===== src/design/cpmi_pkg.sv =====
`timescale 1ns / 1ps

package cpmi_pkg;

	// Action codes carried by an input item.
	typedef enum logic [1:0] {
		ACT_TICK     = 2'd0,
		ACT_SET      = 2'd1,
		ACT_MOVE_CUR = 2'd2,
		ACT_MOVE_ORG = 2'd3
	} action_t;

	// Configuration register indexes.
	localparam logic [2:0] CFG_X_LO  = 3'd0;
	localparam logic [2:0] CFG_X_HI  = 3'd1;
	localparam logic [2:0] CFG_Y_LO  = 3'd2;
	localparam logic [2:0] CFG_Y_HI  = 3'd3;
	localparam logic [2:0] CFG_Z_LO  = 3'd4;
	localparam logic [2:0] CFG_Z_HI  = 3'd5;
	localparam logic [2:0] CFG_CEIL  = 3'd6;
	localparam logic [2:0] CFG_FLOOR = 3'd7;

	// Arithmetic constants.
	localparam longint ONE_Q30 = 64'sd1073741824;
	localparam longint unsigned PI_Q30 = 64'd3373259426;
	localparam logic [19:0] USEC_PER_S = 20'd1000000;
	localparam logic [24:0] FRAC_ONE = 25'h1000000;
	localparam logic [5:0] SQRT_LAST = 6'd32;
	localparam logic [5:0] DIV_LAST = 6'd39;
	localparam logic [31:0] RATE_MAX = 32'hFFFF_FFFF;
	localparam logic [31:0] RATE_MIN = 32'd1;
	localparam logic [30:0] CEIL_RESET = 31'd5898240;
	localparam logic [30:0] FLOOR_RESET = 31'd327680;

	typedef struct packed {
		action_t            action;
		logic signed [31:0] target_x;
		logic signed [31:0] target_y;
		logic signed [31:0] target_z;
		logic signed [31:0] target_e;
		logic signed [31:0] origin_x;
		logic signed [31:0] origin_y;
		logic signed [31:0] origin_z;
		logic signed [31:0] origin_e;
		logic [30:0]        speed;
		logic [31:0]        now_us;
	} in_item_t;

	typedef struct packed {
		logic signed [31:0] pos_x;
		logic signed [31:0] pos_y;
		logic signed [31:0] pos_z;
		logic signed [31:0] pos_e;
		logic               finished;
		logic               status;
		logic               done_event;
	} out_item_t;

	typedef struct packed {
		logic signed [31:0] x_lo;
		logic signed [31:0] x_hi;
		logic signed [31:0] y_lo;
		logic signed [31:0] y_hi;
		logic signed [31:0] z_lo;
		logic signed [31:0] z_hi;
		logic [30:0]        ceiling;
		logic [30:0]        floor_v;
	} cfg_t;

	typedef enum logic [4:0] {
		ST_IDLE, ST_DECODE, ST_SQ_X, ST_SQ_Y, ST_SQ_Z, ST_SQ_ACC, ST_SQRT_D,
		ST_DIST, ST_FINISH_NOW, ST_SQRT_V_INIT, ST_SQRT_V, ST_SPEED, ST_DEN,
		ST_DIV_INIT, ST_DIV, ST_ARM, ST_T_PHASE, ST_T_CHECK, ST_T_RD, ST_T_LO,
		ST_T_HI, ST_T_PROG, ST_AX_X, ST_AX_Y, ST_AX_Z, ST_AX_E, ST_AX_WB, ST_OUT
	} state_t;

	typedef enum logic [4:0] {
		CMD_NONE, CMD_LOAD, CMD_DECODE, CMD_SQ_X, CMD_SQ_Y, CMD_SQ_Z, CMD_SQ_ACC,
		CMD_SQRT_STEP, CMD_DIST, CMD_FINISH_NOW, CMD_SQRT_V_INIT, CMD_SPEED,
		CMD_DEN, CMD_DIV_INIT, CMD_DIV_STEP, CMD_ARM, CMD_T_PHASE, CMD_T_SCALE,
		CMD_T_END, CMD_T_RD, CMD_T_LO, CMD_T_HI, CMD_T_PROG, CMD_AX_X, CMD_AX_Y,
		CMD_AX_Z, CMD_AX_E, CMD_AX_WB, CMD_OUT
	} dp_cmd_t;

	typedef struct packed {
		action_t action;
		logic    moving;
		logic    reject;
		logic    dist_zero;
		logic    req_zero;
		logic    div_sat;
		logic    iter_last;
		logic    phase_done;
		logic    out_free;
	} dp_status_t;

	// Cosine in Q1.30 by a nested Taylor series of degree 14.
	function automatic logic [30:0] cos_q30(input longint unsigned theta);
		longint unsigned t2;
		longint unsigned bb;
		longint b;
		t2 = (theta * theta) >> 30;
		b = ONE_Q30;
		bb = (b < 0) ? 64'd0 : longint'(b);
		b = ONE_Q30 - longint'(((t2 * bb) >> 30) / 64'd182);
		bb = (b < 0) ? 64'd0 : longint'(b);
		b = ONE_Q30 - longint'(((t2 * bb) >> 30) / 64'd132);
		bb = (b < 0) ? 64'd0 : longint'(b);
		b = ONE_Q30 - longint'(((t2 * bb) >> 30) / 64'd90);
		bb = (b < 0) ? 64'd0 : longint'(b);
		b = ONE_Q30 - longint'(((t2 * bb) >> 30) / 64'd56);
		bb = (b < 0) ? 64'd0 : longint'(b);
		b = ONE_Q30 - longint'(((t2 * bb) >> 30) / 64'd30);
		bb = (b < 0) ? 64'd0 : longint'(b);
		b = ONE_Q30 - longint'(((t2 * bb) >> 30) / 64'd12);
		bb = (b < 0) ? 64'd0 : longint'(b);
		b = ONE_Q30 - longint'(((t2 * bb) >> 30) / 64'd2);
		if (b < 0) b = 0;
		if (b > ONE_Q30) b = ONE_Q30;
		return b[30:0];
	endfunction

endpackage


===== src/design/cpmi_ctrl.sv =====
`timescale 1ns / 1ps

module cpmi_ctrl (
	input  logic                 clk,
	input  logic                 arst_n,
	input  logic                 in_valid,
	input  cpmi_pkg::dp_status_t st,
	output cpmi_pkg::dp_cmd_t    cmd,
	output logic                 in_stall
);

	cpmi_pkg::state_t state_q;
	cpmi_pkg::state_t state_d;

	// State register.
	always_ff @(posedge clk or negedge arst_n) begin
		if (!arst_n) begin
			state_q <= cpmi_pkg::ST_IDLE;
		end else begin
			state_q <= state_d;
		end
	end

	// Next state.
	always_comb begin
		state_d = state_q;
		unique case (state_q)
			cpmi_pkg::ST_IDLE: begin
				if (in_valid) state_d = cpmi_pkg::ST_DECODE;
			end
			cpmi_pkg::ST_DECODE: begin
				if (st.action == cpmi_pkg::ACT_TICK) begin
					state_d = st.moving ? cpmi_pkg::ST_T_PHASE : cpmi_pkg::ST_OUT;
				end else if (st.action == cpmi_pkg::ACT_SET || st.reject) begin
					state_d = cpmi_pkg::ST_OUT;
				end else begin
					state_d = cpmi_pkg::ST_SQ_X;
				end
			end
			cpmi_pkg::ST_SQ_X:   state_d = cpmi_pkg::ST_SQ_Y;
			cpmi_pkg::ST_SQ_Y:   state_d = cpmi_pkg::ST_SQ_Z;
			cpmi_pkg::ST_SQ_Z:   state_d = cpmi_pkg::ST_SQ_ACC;
			cpmi_pkg::ST_SQ_ACC: state_d = cpmi_pkg::ST_SQRT_D;
			cpmi_pkg::ST_SQRT_D: begin
				if (st.iter_last) state_d = cpmi_pkg::ST_DIST;
			end
			cpmi_pkg::ST_DIST: begin
				if (st.dist_zero) state_d = cpmi_pkg::ST_FINISH_NOW;
				else if (st.req_zero) state_d = cpmi_pkg::ST_SQRT_V_INIT;
				else state_d = cpmi_pkg::ST_SPEED;
			end
			cpmi_pkg::ST_FINISH_NOW:  state_d = cpmi_pkg::ST_OUT;
			cpmi_pkg::ST_SQRT_V_INIT: state_d = cpmi_pkg::ST_SQRT_V;
			cpmi_pkg::ST_SQRT_V: begin
				if (st.iter_last) state_d = cpmi_pkg::ST_SPEED;
			end
			cpmi_pkg::ST_SPEED: state_d = cpmi_pkg::ST_DEN;
			cpmi_pkg::ST_DEN:   state_d = cpmi_pkg::ST_DIV_INIT;
			cpmi_pkg::ST_DIV_INIT: begin
				state_d = st.div_sat ? cpmi_pkg::ST_ARM : cpmi_pkg::ST_DIV;
			end
			cpmi_pkg::ST_DIV: begin
				if (st.iter_last) state_d = cpmi_pkg::ST_ARM;
			end
			cpmi_pkg::ST_ARM:     state_d = cpmi_pkg::ST_OUT;
			cpmi_pkg::ST_T_PHASE: state_d = cpmi_pkg::ST_T_CHECK;
			cpmi_pkg::ST_T_CHECK: begin
				state_d = st.phase_done ? cpmi_pkg::ST_OUT : cpmi_pkg::ST_T_RD;
			end
			cpmi_pkg::ST_T_RD:   state_d = cpmi_pkg::ST_T_LO;
			cpmi_pkg::ST_T_LO:   state_d = cpmi_pkg::ST_T_HI;
			cpmi_pkg::ST_T_HI:   state_d = cpmi_pkg::ST_T_PROG;
			cpmi_pkg::ST_T_PROG: state_d = cpmi_pkg::ST_AX_X;
			cpmi_pkg::ST_AX_X:   state_d = cpmi_pkg::ST_AX_Y;
			cpmi_pkg::ST_AX_Y:   state_d = cpmi_pkg::ST_AX_Z;
			cpmi_pkg::ST_AX_Z:   state_d = cpmi_pkg::ST_AX_E;
			cpmi_pkg::ST_AX_E:   state_d = cpmi_pkg::ST_AX_WB;
			cpmi_pkg::ST_AX_WB:  state_d = cpmi_pkg::ST_OUT;
			cpmi_pkg::ST_OUT: begin
				if (st.out_free) state_d = cpmi_pkg::ST_IDLE;
			end
			default: state_d = cpmi_pkg::ST_IDLE;
		endcase
	end

	// Commands to the datapath.
	always_comb begin
		cmd = cpmi_pkg::CMD_NONE;
		in_stall = 1'b1;
		unique case (state_q)
			cpmi_pkg::ST_IDLE: begin
				in_stall = 1'b0;
				if (in_valid) cmd = cpmi_pkg::CMD_LOAD;
			end
			cpmi_pkg::ST_DECODE:      cmd = cpmi_pkg::CMD_DECODE;
			cpmi_pkg::ST_SQ_X:        cmd = cpmi_pkg::CMD_SQ_X;
			cpmi_pkg::ST_SQ_Y:        cmd = cpmi_pkg::CMD_SQ_Y;
			cpmi_pkg::ST_SQ_Z:        cmd = cpmi_pkg::CMD_SQ_Z;
			cpmi_pkg::ST_SQ_ACC:      cmd = cpmi_pkg::CMD_SQ_ACC;
			cpmi_pkg::ST_SQRT_D:      cmd = cpmi_pkg::CMD_SQRT_STEP;
			cpmi_pkg::ST_DIST:        cmd = cpmi_pkg::CMD_DIST;
			cpmi_pkg::ST_FINISH_NOW:  cmd = cpmi_pkg::CMD_FINISH_NOW;
			cpmi_pkg::ST_SQRT_V_INIT: cmd = cpmi_pkg::CMD_SQRT_V_INIT;
			cpmi_pkg::ST_SQRT_V:      cmd = cpmi_pkg::CMD_SQRT_STEP;
			cpmi_pkg::ST_SPEED:       cmd = cpmi_pkg::CMD_SPEED;
			cpmi_pkg::ST_DEN:         cmd = cpmi_pkg::CMD_DEN;
			cpmi_pkg::ST_DIV_INIT:    cmd = cpmi_pkg::CMD_DIV_INIT;
			cpmi_pkg::ST_DIV:         cmd = cpmi_pkg::CMD_DIV_STEP;
			cpmi_pkg::ST_ARM:         cmd = cpmi_pkg::CMD_ARM;
			cpmi_pkg::ST_T_PHASE:     cmd = cpmi_pkg::CMD_T_PHASE;
			cpmi_pkg::ST_T_CHECK: begin
				cmd = st.phase_done ? cpmi_pkg::CMD_T_END : cpmi_pkg::CMD_T_SCALE;
			end
			cpmi_pkg::ST_T_RD:   cmd = cpmi_pkg::CMD_T_RD;
			cpmi_pkg::ST_T_LO:   cmd = cpmi_pkg::CMD_T_LO;
			cpmi_pkg::ST_T_HI:   cmd = cpmi_pkg::CMD_T_HI;
			cpmi_pkg::ST_T_PROG: cmd = cpmi_pkg::CMD_T_PROG;
			cpmi_pkg::ST_AX_X:   cmd = cpmi_pkg::CMD_AX_X;
			cpmi_pkg::ST_AX_Y:   cmd = cpmi_pkg::CMD_AX_Y;
			cpmi_pkg::ST_AX_Z:   cmd = cpmi_pkg::CMD_AX_Z;
			cpmi_pkg::ST_AX_E:   cmd = cpmi_pkg::CMD_AX_E;
			cpmi_pkg::ST_AX_WB:  cmd = cpmi_pkg::CMD_AX_WB;
			cpmi_pkg::ST_OUT:    cmd = cpmi_pkg::CMD_OUT;
			default:             cmd = cpmi_pkg::CMD_NONE;
		endcase
	end

endmodule


===== config.mk =====
export PLATFORM = sky130hd
export DESIGN_NAME = cpmi_ctrl
export DESIGN_NICKNAME = d
export VERILOG_FILES = /design/src/design/cpmi_pkg.sv /design/src/design/cpmi_ctrl.sv
export SDC_FILE = /design/constraint.sdc
export NUM_CORES = 1
export LEC_CHECK = 0
export ABC_AREA = 1
export BUFFER_PORTS_ARGS = -buffer_cell sky130_fd_sc_hd__buf_4
export CAP_MARGIN = 40
export CELL_PAD_IN_SITES_DETAIL_PLACEMENT = 2
export CELL_PAD_IN_SITES_GLOBAL_PLACEMENT = 2
export CORE_MARGIN = 4
export CORE_UTILIZATION = 28
export DETAILED_ROUTE_END_ITERATION = 6
export PLACE_DENSITY = 0.95
export SLEW_MARGIN = 10
export SYNTH_ARGS = -nofsm -noshare
export SYNTH_HDL_FRONTEND = slang
export SYNTH_SLANG_ARGS = --single-unit

===== constraint.sdc =====
create_clock -name clk -period 3.7 [get_ports clk]
set_clock_uncertainty 0.1 [all_clocks]
set_input_delay 0 -clock clk [delete_from_list [all_inputs] [get_ports clk]]
set_output_delay 0 -clock clk [all_outputs]
set_load 0.02 [all_outputs]

# Word level (Yosys, flattened, before mapping)
# Cells that the tools add are included.
[word_totals]
ff_bits = 5
[op_classes]
n_eq_ne = 33
mux = 17
n_reduce_logical = 6
[ops]
columns = ["operator", "count"]
rows = [
  ["case mux 5 bit (27 select lines)", 1],
  ["case mux 5 bit (26 select lines)", 1],
  ["equality test 5 bit (second input constant)", 12],
  ["equality test 5 x 4 -> 1 bit (second input constant)", 8],
  ["2-to-1 mux 5 bit", 7],
  ["equality test 5 x 3 -> 1 bit (second input constant)", 4],
  ["equality test 5 x 2 -> 1 bit (second input constant)", 2],
  ["!= test 2 bit (second input constant)", 5],
  ["2-to-1 mux 4 bit", 2],
  ["2-to-1 mux 2 bit", 3],
  ["equality test 5 x 1 -> 1 bit (second input constant)", 1],
  ["logical NOT 5 bit", 1],
  ["AND reduction 5 bit", 1],
  ["2-to-1 mux 1 bit", 3],
  ["OR reduction 3 bit", 1],
  ["equality test 2 x 1 -> 1 bit (second input constant)", 1],
  ["logical NOT 2 bit", 1],
  ["OR reduction 2 bit", 1],
  ["logical OR 1 bit", 1],
]

# Depth between registers and ports, before layout
[logic_depth]
depth_word = 5
ltp_mapped = 11
depth_no_buf = 10

# Worst setup path before layout
# Ideal clock, no wire load.
[synth_path]
path_type = "reg2reg"
start = "reg state_q[0]"
end = "reg state_q[3]"
setup_time_ps = 120
arrival_ps = 1306
path_slack_ps = 2173
path_stages_with_launch = 8
n_path_buf = 1
period_less_slack_ps = 1527
path_cell_list = "dfrtp_1 buf_4 nor2_2 nand3_1 nor2_1 nor2_1 nand2_1 nand2_1"
[synth_between]
elab_chain_len = 3
elab_cells_between_ends = 36
classes_between = "32 x eq/ne; 1 x mux; 3 x reduce/logical"
[synth_lines]
columns = ["element", "line_no", "source"]
rows = [
  ["from (decl)", "cpmi_ctrl.sv:12", "cpmi_pkg::state_t state_q;"],
  ["from (signal assigned)", "cpmi_ctrl.sv:18", "state_q <= cpmi_pkg::ST_IDLE;"],
  ["from (signal assigned)", "cpmi_ctrl.sv:20", "state_q <= state_d;"],
  ["equality test 5 bit, or another cell as far along", "cpmi_ctrl.sv:27", "unique case (state_q)"],
  ["OR reduction 3 bit (no source line) or != test 2 bit (tied branches)", "--", ""],
  ["case mux 5 bit (26 select lines) or AND reduction 5 bit (tied branches)", "--", ""],
]
# Several ways; a longest one is shown, not always the timed one.
# A chain may end at the register's enable or synchronous reset.

# Worst setup path after layout
[layout_path]
start = "reg state_q[4]"
end = "out cmd[1]"
[layout_between]
elab_chain_len = 3
elab_cells_between_ends = 30
classes_between = "27 x eq/ne; 1 x mux; 2 x reduce/logical"
[layout_lines]
columns = ["element", "line_no", "source"]
rows = [
  ["equality test 5 x 4 -> 1 bit or equality test 5 x 3 -> 1 bit (tied branches)", "cpmi_ctrl.sv:90", "unique case (state_q)"],
  ["OR reduction 2 bit (no source line)", "--", ""],
  ["case mux 5 bit (27 select lines) *", "cpmi_ctrl.sv:90", ""],
  ["to (decl)", "cpmi_ctrl.sv:8", "output cpmi_pkg::dp_cmd_t cmd,"],
]
# Every way passes the cells marked *; elsewhere a longest branch is shown, timed or not.

==> summary.md <==
| Metric | Value |
|---|---|
| Worst flop-to-flop path startpoint | state_q[4]$_DFFE_PN0P_ |
| Crit path to | cmd[1] |
| Biggest regs | state_q (5) |
| PortBufs | 18 |
| Launching element type of the critical path | register |
| CP max FO | 11 |
| Largest register by flop count | state_q |
| Detail Route Antenna Nets | 0 |
| Part of the cycle the worst path needs | 0.582 |
| Die Y | 63.9 um |
| Global-route wire length before repair | 7.13 mm |
| Synthesized instance count | 166 |
| Family with the most delay on the worst path | flip-flops |
| Number of fill cells in the layout | 399 |
| CTS Buffer Depth | 2 |
| Worst reg2reg path depth | 9 |
| Status | finished, violations left |
| Multi-input gate area | 638 sq um |
| Max_cap viols | 0 |
| Die ar. | 4090 sq um |
| DR DRC count | 0 |
| Syn_nets | 179 |
| Max FFs per register | 5 |
| Max-slew violation total from the final report | 0 |
| DP HPWL | 3.54 mm |
| Final TNS setup | 0 ns |
| Area contributors post-synth | nand2_1, nand3_1, dfrtp_1 |
| P per Cell Area | 1020 nW/um^2 |
| Tot Pwr | 1.12 mW |
| Remaining global-route overflow | 0 |
| Layout cells sized above 1 | 0.213 |
| Final setup violation count | 0 |
| Num rows | 20 |
| Synth area leader | nand2_1 |
| Post-layout min period | 2.15 ns |
| Yosys reg bits | 5 |
| Top cell type's share of synthesized area | 0.197 |
| CP Capture Type | output port |
| CTS tree | built |
| Hold WC Path Type | input pin to register |
| Synthesized cell area | 876 sq um |
| Slew headroom | 0.721 |
| Final design utilization | 0.361 |
| Initial core utilization | 0.289 |
| Layout area overhead | 24.7% |
| Crit Path Class | register to output port |
| Routed WL | 4.31 mm |
| Hold slack | -0.00923 ns |
| CTS Root Cell | clkbuf_4 |
| Worst path arrival time | 2.05 ns |
| 1st-iter DRT viols | 54 |
| CP Data Required Time | 3.60 ns |
| Crit. Startpoint | state_q[4]$_DFFE_PN0P_ |
| Yosys warns | 0 |
| VDD IR max | 0.434 mV |
| Storage cell area | 125 sq um |
| CTS buffer count | 3 |
| Reg2reg end | state_q[1]$_DFFE_PN0P_ |
| Initial antenna violation count | 0 |
| Setup Fix Bufs, Post-CTS | 0 |
| DRT Pass-1 Iters | 4 |
| Ports | 19 |
| Fin nets | 202 |
| H-tree levels | 1 |
| Vias | 1,223 |
| Clk sinks | 5 |
| Critical-path cell list | inv_2 -> nand3_1 -> inv_1 -> o21ai_1 -> and3_1 -> nand4_1 -> buf_4 |
| Worst Tran Pin Value | 0.418 ns |
| Flop2flop setup slack | 1.75 ns |
| Vias in the first global route | 1,381 |
| Count leader, synth | nand2_1 |
| Critical path depth | 7 |
| Worst skew pair latency | 0.27 ns |
| Count of cell types in the netlist | 21 |
| Final hold violation count | 1 |
| Number of synthesized flops with an enable pin | 0 |
| Leak | 0.632 nW |
| Violated checks | hold timing |
| # diodes | 0 |
| Post-synth ARST share | 1.00 |
| Die span in x | 63.9 um |
| Worst-path clk slew | 0.07 ns |
| Gpl congestion | 0.997 |
| RSZ-0062 raised after global routing | no |
| Max Fclk | 465 MHz |
| Mean post-synth cell area | 5.28 sq um |
| Most frequent cells after synthesis | nand2_1, nor2_1, nand3_1 |
| Largest net degree at the start of global routing | 12 |
| Sequential share of the synthesized area | 0.143 |
| Critical path's largest stage delay | 0.60 ns |
| WL/cell | 18.6 um |
| Via/cell ratio | 5.27 |
| Post-synth top flop | dfrtp_1 |
| CP Buf/Inv Count | 3 |
| Core area | 3030 sq um |
| Overall Global Routing Usage | 0.231 |
| Slowest CP cell | dfrtp_1 |
## cell usage in the layout (no fill, tap or decap), types with 4 or more instances in the layout
cell type / netlist / routed
nor2_2: 6 / 6
inv_2: 4 / 4
buf_4: 1 / 18
nor2_1: 29 / 29
nand3_1: 28 / 28
o21ai_0: 6 / 6
inv_1: 18 / 18
dfrtp_1: 5 / 5
nand2_1: 46 / 46
## routing by layer
| metal | vias to the layer above | routed length (um) | GRT usage |
|---|---|---|---|
| met2 | 37 | 2250 | 0.419 |
| li1 | 576 | - | - |
| met5 | - | 0 | 0 |
| met4 | 0 | 188 | 0.116 |
| met3 | 15 | 157 | 0.0228 |
| met1 | 595 | 1710 | 0.266 |
## worst min path at each step
stage | slack [ns] | cells after the start | from | endpoint
finish | -0.009 | 5 | st[6] | state_q[4]$_DFFE_PN0P_
global placement | -0.30 | 1 | arst_n | state_q[4]$_DFFE_PN0P_
floorplan | -0.40 | 0 | arst_n | state_q[0]$_DFFE_PN0P_
detailed placement | -0.29 | 1 | arst_n | state_q[4]$_DFFE_PN0P_
CTS | 0.02 | 5 | st[6] | state_q[4]$_DFFE_PN0P_
global route | 0.04 | 5 | st[6] | state_q[4]$_DFFE_PN0P_
## area by class of cell
type	count	area share
Inverter	22	0.0756
Clock buffer	4	0.0241
Multi-Input combinational cell	136	0.584
Timing Repair Buffer	21	0.151
Tap cell	44	0.0504
Sequential cell	5	0.115
## kinds of logic after synthesis
family,after synthesis,share of synthesized area
flip-flops,5,0.143
AO/OA/AOI/OAI,13,0.0814
buffers and inverters,25,0.129
AND/OR/NAND/NOR,123,0.647
## worst register-to-register path, stage by stage (launching register included)
cell and delay, ns:
dfrtp_1 0.60, inv_2 0.20, nand3_1 0.18, inv_1 0.11, nand2_1 0.12, nand3_1 0.09
nor2_1 0.14, nand3_1 0.11, nand2_1 0.09, nand2_1 0.07
## stage by stage
| stage | cell area, sq um | instances | setup WS [ns] |
|---|---|---|---|
| final | 1090 | 232 | 1.55 |
| after global routing | 1090 | 232 | 1.33 |
| after CTS | 1090 | 232 | 1.61 |
| after detailed placement | 1040 | 225 | 1.84 |
| after global placement | 1040 | 225 | 1.97 |
| after floorplan | 876 | 166 | 2.17 |
## power breakdown
part / switching, mW / internal, mW
Combinational: 0.604 / 0.277
Sequential: 0.0794 / 0.0849
Clock: 0.0311 / 0.0413
## repair_timing
action                    4_1_cts  5_1_grt
hold endpoints to repair        6        0
hold buffers                    3        0
resized for setup               0        0
(Power assumes the default switching activity.)
